### config.mk
export PLATFORM = sky130hd
export DESIGN_NAME = crcfl_tx
export DESIGN_NICKNAME = d
export VERILOG_FILES = /design/src/hdl/crcfl_pkg.sv /design/src/hdl/crcfl_tx.sv
export SDC_FILE = /design/constraint.sdc
export NUM_CORES = 1
export LEC_CHECK = 0
export BUFFER_PORTS_ARGS = -buffer_cell sky130_fd_sc_hd__buf_2
export CORE_ASPECT_RATIO = 1.1
export CORE_MARGIN = 1.5
export CORE_UTILIZATION = 25
export CTS_BUF_LIST = sky130_fd_sc_hd__clkbuf_2 sky130_fd_sc_hd__clkbuf_4 sky130_fd_sc_hd__clkbuf_8
export DETAILED_ROUTE_END_ITERATION = 8
export GPL_TIMING_DRIVEN = 0
export PLACE_DENSITY = 0.52
export SYNTH_ARGS = -nofsm -noshare
export SYNTH_HDL_FRONTEND = slang
export SYNTH_SLANG_ARGS = --single-unit
### constraint.sdc
create_clock -name clk -period 11.8 [get_ports clk]
set_clock_uncertainty 0.15 [all_clocks]
set_input_delay 2.36 -clock clk [delete_from_list [all_inputs] [get_ports clk]]
set_output_delay 2.36 -clock clk [all_outputs]
set_load 0.005 [all_outputs]
### src/hdl/crcfl_pkg.sv
package crcfl_pkg;

	// register store geometry
	localparam int REG_DEPTH = 4096;
	localparam int ADDR_W    = $clog2(REG_DEPTH);
	localparam logic [16:0] DEPTH_L = 17'(REG_DEPTH);
	localparam logic [ADDR_W-1:0] CLR_LAST = ADDR_W'(REG_DEPTH - 1);

	// frame constants
	localparam logic [7:0]  SYNC_FIRST  = 8'hAB;
	localparam logic [7:0]  SYNC_SECOND = 8'hCD;
	localparam logic [15:0] CRC_TOP_BIT = 16'h8000;
	localparam logic [3:0]  STEP_LAST   = 4'd8;  // byte index of the closing crc byte
	localparam logic [2:0]  CHECK_LAST  = 3'd6;  // last byte covered by the crc
	localparam logic [3:0]  CRC_HI_IDX  = 4'd7;
	localparam logic [3:0]  REPLY_LAST  = 4'd8;

	// input modes
	localparam logic [1:0] MODE_RX      = 2'd0;
	localparam logic [1:0] MODE_CLEAR   = 2'd1;
	localparam logic [1:0] MODE_HOST_WR = 2'd2;

	// result kinds
	localparam logic [1:0] KIND_REPLY   = 2'd0;
	localparam logic [1:0] KIND_CRC_ERR = 2'd1;
	localparam logic [1:0] KIND_QUERY   = 2'd2;
	localparam logic [1:0] KIND_ACCEPT  = 2'd3;

	// configuration register indexes
	localparam int CFG_IDX_W = 3;
	localparam logic [CFG_IDX_W-1:0] CFG_POLY     = 3'd0;
	localparam logic [CFG_IDX_W-1:0] CFG_SEND     = 3'd1;
	localparam logic [CFG_IDX_W-1:0] CFG_REQUEST  = 3'd2;
	localparam logic [CFG_IDX_W-1:0] CFG_QUERY    = 3'd3;
	localparam logic [CFG_IDX_W-1:0] CFG_RESPONSE = 3'd4;

	// one reply job handed from the frame logic to the transmitter
	typedef struct packed {
		logic [1:0]  kind;
		logic [7:0]  code;
		logic [15:0] addr;
		logic [15:0] data;
		logic        persist;
	} tx_job_t;

	// msb-first crc-16, one byte
	function automatic logic [15:0] crc_byte(input logic [15:0] crc, input logic [7:0] b,
		input logic [15:0] poly);
		logic [15:0] t;
		t = {crc[15:8] ^ b, 8'h00};
		for (int i = 0; i < 8; i++) begin
			if ((t & CRC_TOP_BIT) != 16'h0000) begin
				t = {t[14:0], 1'b0} ^ poly;
			end else begin
				t = {t[14:0], 1'b0};
			end
		end
		return {crc[7:0], 8'h00} ^ t;
	endfunction

endpackage

### src/hdl/crcfl_tx.sv
module crcfl_tx import crcfl_pkg::*; (
	input  logic        clk,
	input  logic        arst_n,
	input  logic [15:0] crc_poly,
	input  logic        job_valid,
	input  tx_job_t     job,
	output logic        busy,
	output logic        out_valid,
	input  logic        out_ready,
	output logic [1:0]  kind,
	output logic [7:0]  tx_byte,
	output logic        last,
	output logic [15:0] reg_addr,
	output logic        persist_request
);

	tx_job_t     job_q;
	logic        gen_q;
	logic [3:0]  idx_q;
	logic [15:0] crc_q;
	logic        out_valid_q;
	logic [1:0]  kind_q;
	logic [7:0]  byte_q;
	logic        last_q;
	logic [15:0] addr_q;
	logic        persist_q;

	logic       load;
	logic       single;
	logic       is_last;
	logic [7:0] cur_byte;

	assign load    = gen_q && (!out_valid_q || out_ready);
	assign single  = job_q.kind != KIND_REPLY;
	assign is_last = single || (idx_q == REPLY_LAST);

	always_comb begin
		case (idx_q)
			4'd0:    cur_byte = SYNC_FIRST;
			4'd1:    cur_byte = SYNC_SECOND;
			4'd2:    cur_byte = job_q.code;
			4'd3:    cur_byte = job_q.addr[15:8];
			4'd4:    cur_byte = job_q.addr[7:0];
			4'd5:    cur_byte = job_q.data[15:8];
			4'd6:    cur_byte = job_q.data[7:0];
			4'd7:    cur_byte = crc_q[15:8];
			4'd8:    cur_byte = crc_q[7:0];
			default: cur_byte = 8'h00;
		endcase
	end

	always_ff @(posedge clk or negedge arst_n) begin
		if (!arst_n) begin
			gen_q       <= 1'b0;
			idx_q       <= 4'd0;
			out_valid_q <= 1'b0;
		end else begin
			if (load) begin
				out_valid_q <= 1'b1;
				if (is_last) begin
					gen_q <= 1'b0;
				end else begin
					idx_q <= idx_q + 4'd1;
				end
			end else if (out_ready) begin
				out_valid_q <= 1'b0;
			end
			if (job_valid && !gen_q) begin
				gen_q <= 1'b1;
				idx_q <= 4'd0;
			end
		end
	end

	always_ff @(posedge clk) begin
		if (job_valid && !gen_q) begin
			job_q <= job;
			crc_q <= 16'h0000;
		end else if (load && (idx_q < CRC_HI_IDX)) begin
			crc_q <= crc_byte(crc_q, cur_byte, crc_poly);
		end
		if (load) begin
			kind_q    <= job_q.kind;
			byte_q    <= single ? 8'h00 : cur_byte;
			last_q    <= is_last;
			addr_q    <= job_q.addr;
			persist_q <= is_last && !single && job_q.persist;
		end
	end

	assign busy            = gen_q;
	assign out_valid       = out_valid_q;
	assign kind            = kind_q;
	assign tx_byte         = byte_q;
	assign last            = last_q;
	assign reg_addr        = addr_q;
	assign persist_request = persist_q;

endmodule

==> impl_metrics.toml, run 1 <==
[run_status]
status = "finished, final reports clean"

[sta]
slew_viol_final = 0
slew_headroom_pct = 17.1
setup-tns-final_ns = 0
period_share_pct = 55.3
min_period_ns = 6.53
fmax_mhz = 153
rsz0062_at_grt = "no"
hold_viol = 0
setup_viol = 0
tightest_slew_ns = 1.24

[cts]
cts_tree = "yes"
postCtsHoldBufs = 0
clock-sinks = 93
cts_buffers = 9
clock_latency_ns = 0.37
root_buffer = "clkbuf_8"
ctsResizeCount = 0
cts_setup_buffers = 0
clock_path_buffers = 2
clk_pin_slew_ns = 0.10
htreeDepth = 3

[worst_setup_path]
cpMostUsedCell = "clkbuf_1"
worst-endpoint-required_ns = 11.95
start_kind = "primary input"
critPathTopFamily = "compound AO/OA/AOI/OAI gates"
crit_buf_inv = 4
critPathArrivalTime_ns = 6.67
r2r_end = "crc_q[3]$_SDFFE_PP0P_"
crit_chain = "buf_2 -> inv_1 -> clkbuf_1 -> nor2_1 -> a221oi_2 -> a211oi_1 -> o2111ai_1 -> nand4_1 -> and2_0 -> clkbuf_1 -> nand2_1 -> o2bb2ai_1 -> a32o_1 -> xnor3_1 -> a21oi_1"
critPathKind = "primary input to flop"
slowest_delay_ns = 0.92
crit_slowest_cell = "a211oi_1"
worstSetupEndpointType = "flop"
worstPathMaxFanout = 10
rr_startpoint = "idx_q[0]$_DFFE_PN0P_"
r2r_slack_ns = 5.76
r2r_cells = 18

[global_routing]
grt_pass1_vias = 5167
grt_remaining_overflow = 0
grt_pass1_wl_microns = 29700
grt_max_degree = 36
grt_usage_pct = 14.4
antenna_found_initial = 1

[drt]
wl_microns = 18900
vias = 5244
wl_per_cell_microns = 17.5
dr.pass1.iters = 5
drcViolationCount = 0
vias_per_cell = 4.85
drt.antenna.violating_nets = 0
drtIter0Drc = 416

[floorplanning]
die-width_microns = 157
ioPinCount = 93
dieHeight_microns = 172
die-area_sq_um = 26900
core-area_sq_um = 25400
rows = 61
initial_core_util_pct = 25.5

[yosys]
yosys_warnings = 0
dominantRegCellSynth = "edfxtp_1"
synth_edf_count = 71
syn-num-nets = 703
synth-seq-area-share_pct = 40.1
synthArstFlopShare_pct = 6.45
synthCells = 636
yosys_register_bits = 93
synth_cell_types = 81
avgSynthCellArea_sq_um = 10.2
syn_area_sq_um = 6490

[layout]
fin_util_pct = 29.9
antenna_cells = 0
fillers = 2684
multi_input_area_sq_um = 3540
area_growth_pct = 17.1
fin_area_sq_um = 7600
regArea_sq_um = 2600
final_common_cell = "buf_2"
final_cell_mix = "buf_2, nand2_1, edfxtp_1"
nNetsFinal = 798
layout-drive-gt1-share_pct = 20.8

[job]
cap_violations = 0

[placed_design]
hpwl_microns = 14300
place_area_sq_um = 7360
place_congestion = 0.809
port_buffers = 83

[worst_hold_path]
hp-start = "job_q[20]$_DFFE_PP_"
hold-path-endpoint = "reg_addr[3]$_DFFE_PP_"
worstHoldPathType = "flop to flop"
min_path_cells = 0
-- how the worst max path moves through the flow --
| stage | start | end | slack [ns] | cells past startpoint |
|---|---|---|---|---|
| 2_1_floorplan | crc_poly[14] | crc_q[10]$_SDFFE_PP0P_ | 6.02 | 15 |
| 3_3_place_gp | crc_poly[14] | crc_q[3]$_SDFFE_PP0P_ | 4.95 | 15 |
| 3_5_place_dp | crc_poly[14] | crc_q[10]$_SDFFE_PP0P_ | 4.96 | 15 |
| 4_1_cts | crc_poly[14] | crc_q[3]$_SDFFE_PP0P_ | 5.31 | 15 |
| 5_1_grt | crc_poly[14] | crc_q[3]$_SDFFE_PP0P_ | 5.04 | 15 |
| 6_report | crc_poly[14] | crc_q[3]$_SDFFE_PP0P_ | 5.27 | 15 |
-- cell families after synthesis --
group	share of synthesized area (%)
buffers and inverters	5.27
DFF	40.1
AOI/OAI and AO/OA	17.3
adders and majority gates	0.771
xor gates and xnor gates	16.5
muxes	3.11
and+or+nand+nor	16.9
-- synthesized netlist by cell type, drive strengths merged, types with 16 or more instances --
cell type / n / area (sq um)
nor2: 34 / 130
xnor2: 63 / 567
edfxtp: 71 / 2130
mux2i: 19 / 190
xnor3: 19 / 429
buf: 21 / 168
nand3: 26 / 130
nand2: 79 / 297
o21ai: 50 / 250
a211oi: 32 / 260
dfxtp: 16 / 320
clkbuf: 33 / 125
nor3: 25 / 140
-- final cells by class --
class	instances	share of cell area, %
multi-input combinational	476	46.6
sequential	93	34.3
timing repair buffer	84	5.73
tap	346	5.70
buffer	54	3.85
clock buffer	9	1.63
clock inverter	6	1.53
inverter	13	0.642
-- worst reg2reg max path, cell delays in order, from the launching register on --
cell and delay (ns):
dfrtp_1 0.44, inv_1 0.09, ha_1 0.23, buf_2 0.21, a22oi_1 0.26, nor2_1 0.19, nor4_2 0.58, o211ai_1 0.28
o22a_1 0.27, a211oi_1 0.87, o2111ai_1 0.27, nand4_1 0.22, and2_0 0.35, clkbuf_1 0.48, nand2_1 0.10, o2bb2ai_1 0.14
a32o_1 0.24, xnor3_1 0.39, a21oi_1 0.21
-- flip-flops by register name, indices dropped and copies added (netlist names) --
| register | flops |
|---|---|
| crc_q | 16 |
| tx_byte | 8 |
| busy | 1 |
| out_valid | 1 |
| job_q | 43 |
| reg_addr | 16 |
| kind | 2 |
| persist_request | 1 |
| last | 1 |
| idx_q | 4 |
-- metrics by stage --
step | cells | setup WS, ns | hold slack, ns
2_1_floorplan | 636 | 6.02 | 0.271
3_3_place_gp | 1065 | 4.95 | 0.284
3_5_place_dp | 1066 | 4.96 | 0.301
4_1_cts | 1081 | 5.31 | 0.305
5_1_grt | 1081 | 5.04 | 0.323
6_report | 1081 | 5.27 | 0.308
-- metal layers --
layer  vias to the layer above  track usage (%)  part of all wire (%)
met1                      2541             18.6                    45
met4                         0             4.89                   2.1
met5                         -                0                     0
met3                        22             1.70                   3.8
met2                       149             25.0                    49
li1                       2532                -                     -
Power of run 1 is not shown: default switching activity piles up to over one toggle a cycle in this logic, so the estimate is an artifact.
==> inputs of run 2 (changes only) <==
Settings changed: PLACE_DENSITY 0.52 to 0.54.
Clock period 11.8 ns to 5.3 ns, I/O delays scaled along.
==> impl_metrics.toml, run 2 (synthesized netlist as in run 1, its figures left out) <==
[sta]
period_share_pct = 97.8
setup_viol = 0
slew_viol_final = 0
setup-tns-final_ns = 0
tightest_slew_ns = 1.29
rsz0062_at_grt = "yes"
hold_viol = 0
slew_headroom_pct = 13.8
min_period_ns = 5.18
fmax_mhz = 193

[placed_design]
hpwl_microns = 14200
place_congestion = 0.823
port_buffers = 83

[worst_setup_path]
critPathKind = "flop to flop"
slowest_delay_ns = 0.50
critPathArrivalTime_ns = 5.29
r2r_cells = 19
worst-endpoint-required_ns = 5.41
crit_slowest_cell = "or4_4"
crit_chain = "inv_4 -> ha_4 -> buf_8 -> and4b_1 -> a31o_1 -> o31a_1 -> nor2_4 -> buf_4 -> a221oi_4 -> a2111oi_4 -> xnor3_2 -> xnor3_1 -> or4_4 -> and4_4 -> or2_1 -> buf_6 -> buf_4 -> a211oi_1 -> nor3_1"
worstSetupEndpointType = "flop"
worstPathMaxFanout = 10
start_kind = "flop"
cpMostUsedCell = "buf_4"

[global_routing]
grt_usage_pct = 14.6
antenna_found_initial = 0
grt_remaining_overflow = 0
grt_pass1_wl_microns = 29900
grt_pass1_vias = 5228
grt_max_degree = 45

[layout]
final_common_cell = "buf_2"
layout-drive-gt1-share_pct = 29.3
regMostFlops = "job_q"
nNetsFinal = 822
largest_reg_flops = 43
final_cell_mix = "buf_2, nand2_1, edfxtp_1"
fillers = 2644
area_growth_pct = 24.6
antenna_cells = 0

[drt]
dr.pass1.iters = 5
vias = 5336
wl_per_cell_microns = 17.6
drcViolationCount = 0
vias_per_cell = 4.82
wl_microns = 19500
drtIter0Drc = 477
drt.antenna.violating_nets = 0

[floorplanning]
ioPinCount = 93
die-width_microns = 157
rows = 61
dieHeight_microns = 172
initial_core_util_pct = 25.5
core-area_sq_um = 25400
die-area_sq_um = 26900

[cts]
htreeDepth = 3
cts_buffers = 9
cts_tree = "yes"
clock-sinks = 93
clock_path_buffers = 2
root_buffer = "clkbuf_8"
clock_latency_ns = 0.37
clk_pin_slew_ns = 0.09

[job]
cap_violations = 0

[run_status]
status = "finished, final reports clean"

[worst_hold_path]
worstHoldPathType = "flop to flop"
min_path_cells = 0
run 2: stage by stage:
stage	utilization (%)	std cells	hold slack (ns)	worst slack, ns	area [sq um]
after global placement	28.9	1065	0.286	-0.616	7340
after global routing	31.8	1106	0.324	-0.0563	8090
after CTS	30.3	1089	0.306	0.000302	7700
after detailed placement	28.9	1066	0.295	-0.601	7360
after floorplan	-	636	0.271	0.470	6490
final	31.8	1106	0.305	0.117	8090
run 2: final timing paths:
path / startpoint / endpoint / slack [ns]
max in group asynchronous: arst_n / idx_q[1]$_DFFE_PN0P_ / 4.47
worst max-delay path: idx_q[1]$_DFFE_PN0P_ / crc_q[12]$_SDFFE_PP0P_ / 0.12
worst min register to register: job_q[19]$_DFFE_PP_ / reg_addr[2]$_DFFE_PP_ / 0.31
min in group asynchronous: arst_n / busy$_DFFE_PN0P_ / 0.36
worst min-delay path: job_q[19]$_DFFE_PP_ / reg_addr[2]$_DFFE_PP_ / 0.31
worst max register to register: idx_q[1]$_DFFE_PN0P_ / crc_q[12]$_SDFFE_PP0P_ / 0.12
run 2: per-layer routing:
| layer | routed length (microns) | up-vias | GRT usage (%) |
|---|---|---|---|
| li1 | - | 2574 | - |
| met1 | 8790 | 2606 | 19.2 |
| met2 | 9700 | 137 | 25.0 |
| met3 | 745 | 19 | 1.90 |
| met4 | 275 | 0 | 3.93 |
| met5 | 0 | - | 0 |
run 2: critical path, delay by kind of cell, from the launching register on:
family / cells / cell delay, ns
fa+ha+maj: 1 / 0.20
flops: 1 / 0.45
buf+inv: 5 / 0.69
compound gates: 5 / 1.37
xor+xnor: 2 / 0.87
simple gates: 6 / 1.34
run 2: cell type report:
type	instances	area [sq um]	area share, %
Clock buffer	10	131	1.62
Sequential cell	93	2610	32.2
Multi-Input combinational cell	476	3880	48.0
Clock inverter	6	38.8	0.480
Timing Repair Buffer	108	616	7.61
Tap cell	346	433	5.35
Buffer	54	329	4.07
Inverter	13	53.8	0.665
run 2: repair_timing:
action / 4_1_cts / 5_1_grt
hold buffers: 0 / 0
pin swaps: 9 / 19
resized for setup: 24 / 67
setup endpoints to repair: 16 / 16
setup buffers: 7 / 17
Power of run 2 is left out for the same reason.
==> inputs of run 3 (changes only) <==
Settings changed: CORE_UTILIZATION 25 to 54, PLACE_DENSITY 0.54 to 0.9.
==> impl_metrics.toml, run 3 (synthesized netlist as in run 1, its figures left out) <==
[cts]
cts_tree = "yes"
clock-sinks = 93
clock_latency_ns = 0.38
clk_pin_slew_ns = 0.11
clock_path_buffers = 2
cts_buffers = 9
htreeDepth = 3
root_buffer = "clkbuf_8"
postCtsHoldBufs = 0

[sta]
setup_viol = 2
setup-tns-final_ns = -0.0623
tightest_slew_ns = 1.29
setup_slack_ns = -0.0348
fmax_mhz = 187
hold_viol = 0
slew_viol_final = 0
slew_headroom_pct = 14.1
hold_slack_ns = 0.331
rsz0062_at_grt = "yes"
period_share_pct = 101
min_period_ns = 5.33

[layout]
fin_cells = 901
final_common_cell = "buf_2"
area_growth_pct = 20.5
fin_util_pct = 67.4
largest_reg_flops = 43
layout-drive-gt1-share_pct = 29.4
antenna_cells = 0
regMostFlops = "job_q"
nNetsFinal = 813
final_cell_mix = "buf_2, nand2_1, edfxtp_1"

[global_routing]
top_usage_layer = "met2"
grt_remaining_overflow = 0
grt_usage_pct = 28.5
grt_pass1_wl_microns = 28200
grtUsageMet1_pct = 37.4
grt_pass1_vias = 5519
grt_use_met2_pct = 46.2
grt_max_degree = 49
antenna_found_initial = 0
grt_use_met3_pct = 4.65

[worst_setup_path]
worstPathMaxFanout = 9
critPathKind = "flop to flop"
worst-endpoint-required_ns = 5.46
r2r_slack_ns = -0.03
critPathArrivalTime_ns = 5.49
rr_startpoint = "idx_q[0]$_DFFE_PN0P_"
start_kind = "flop"
worstSetupEndpointType = "flop"
r2r_cells = 18
r2r_end = "crc_q[7]$_SDFFE_PP0P_"

[job]
cap_violations = 0

[floorplanning]
die-area_sq_um = 12700
rows = 41
dieHeight_microns = 118
ioPinCount = 93
initial_core_util_pct = 56.0
core-area_sq_um = 11600
die-width_microns = 108

[placed_design]
dp.cells = 869
hpwl_microns = 13000
port_buffers = 83
place_congestion = 0.928

[run_status]
violations = "negative setup slack"
status = "finished with violations"

[worst_hold_path]
hp-start = "job_q[19]$_DFFE_PP_"
worstHoldPathType = "flop to flop"
min_path_cells = 0
hold-path-endpoint = "reg_addr[2]$_DFFE_PP_"

[drt]
drt.antenna.violating_nets = 0
wl_microns = 19500
vias = 5885
drtIter0Drc = 796
wl_per_cell_microns = 21.6
dr.pass1.iters = 6
vias_per_cell = 6.53
drcViolationCount = 0
run 3: changes by cell type in the layout (fill, tap and decap cells not counted), moves of 3 or more:
cell | before | now
ha_2 | 0 | 3
nor3_2 | 2 | 5
buf_4 | 27 | 19
a211oi_1 | 18 | 11
nor2_1 | 29 | 32
a211oi_2 | 7 | 15
run 3: metrics by stage:
step | worst slack [ns] | instance area [sq um]
after global placement | -0.376 | 7090
after global routing | -0.158 | 7820
after CTS | 0.00942 | 7480
final | -0.0348 | 7820
after floorplan | 0.470 | 6490
after detailed placement | -0.583 | 7090
run 3: how the worst max path moves through the flow:
stage | from | to | slack [ns]
6_report | idx_q[0]$_DFFE_PN0P_ | crc_q[7]$_SDFFE_PP0P_ | -0.03
5_1_grt | idx_q[1]$_DFFE_PN0P_ | crc_q[2]$_SDFFE_PP0P_ | -0.16
4_1_cts | idx_q[0]$_DFFE_PN0P_ | crc_q[11]$_SDFFE_PP0P_ | 0.009
3_5_place_dp | idx_q[0]$_DFFE_PN0P_ | crc_q[14]$_SDFFE_PP0P_ | -0.58
3_3_place_gp | idx_q[0]$_DFFE_PN0P_ | crc_q[12]$_SDFFE_PP0P_ | -0.38
2_1_floorplan | idx_q[0]$_DFFE_PN0P_ | crc_q[10]$_SDFFE_PP0P_ | 0.47
run 3: layout make-up:
class                      instances  area, sq um
timing repair buffer              99          548
inverter                          13         48.8
sequential                        93         2610
multi-input combinational        476         3880
fill                             869         3780
clock inverter                     7          105
buffer                            54          319
tap                              150          188
clock buffer                       9          124
run 3: timing repair:
item / in CTS / in global routing
buffers inserted: 3 / 13
gates resized for setup: 27 / 58
pin swaps: 7 / 21
endpoints found under the setup margin: 16 / 16
run 3: metal layers:
metal | vias to the layer above | wire (microns)
met5 | - | 0
li1 | 2555 | -
met4 | 0 | 1020
met1 | 2805 | 7250
met3 | 98 | 1790
met2 | 427 | 9400
run 3: worst max-delay path: stages, from the launching register on:
cell	delay [ns]
dfrtp_2	0.48
ha_2	0.21
buf_6	0.14
a211oi_4	0.29
a211oi_4	0.10
or4_1	0.48
buf_4	0.17
o211ai_1	0.20
o21ai_0	0.20
a211oi_2	0.32
xnor3_2	0.43
and3_1	0.27
o211a_1	0.33
or2_1	0.28
buf_6	0.14
xnor2_2	0.33
nand2_1	0.13
xor3_1	0.40
a21oi_1	0.21
Power of run 3 is left out for the same reason.
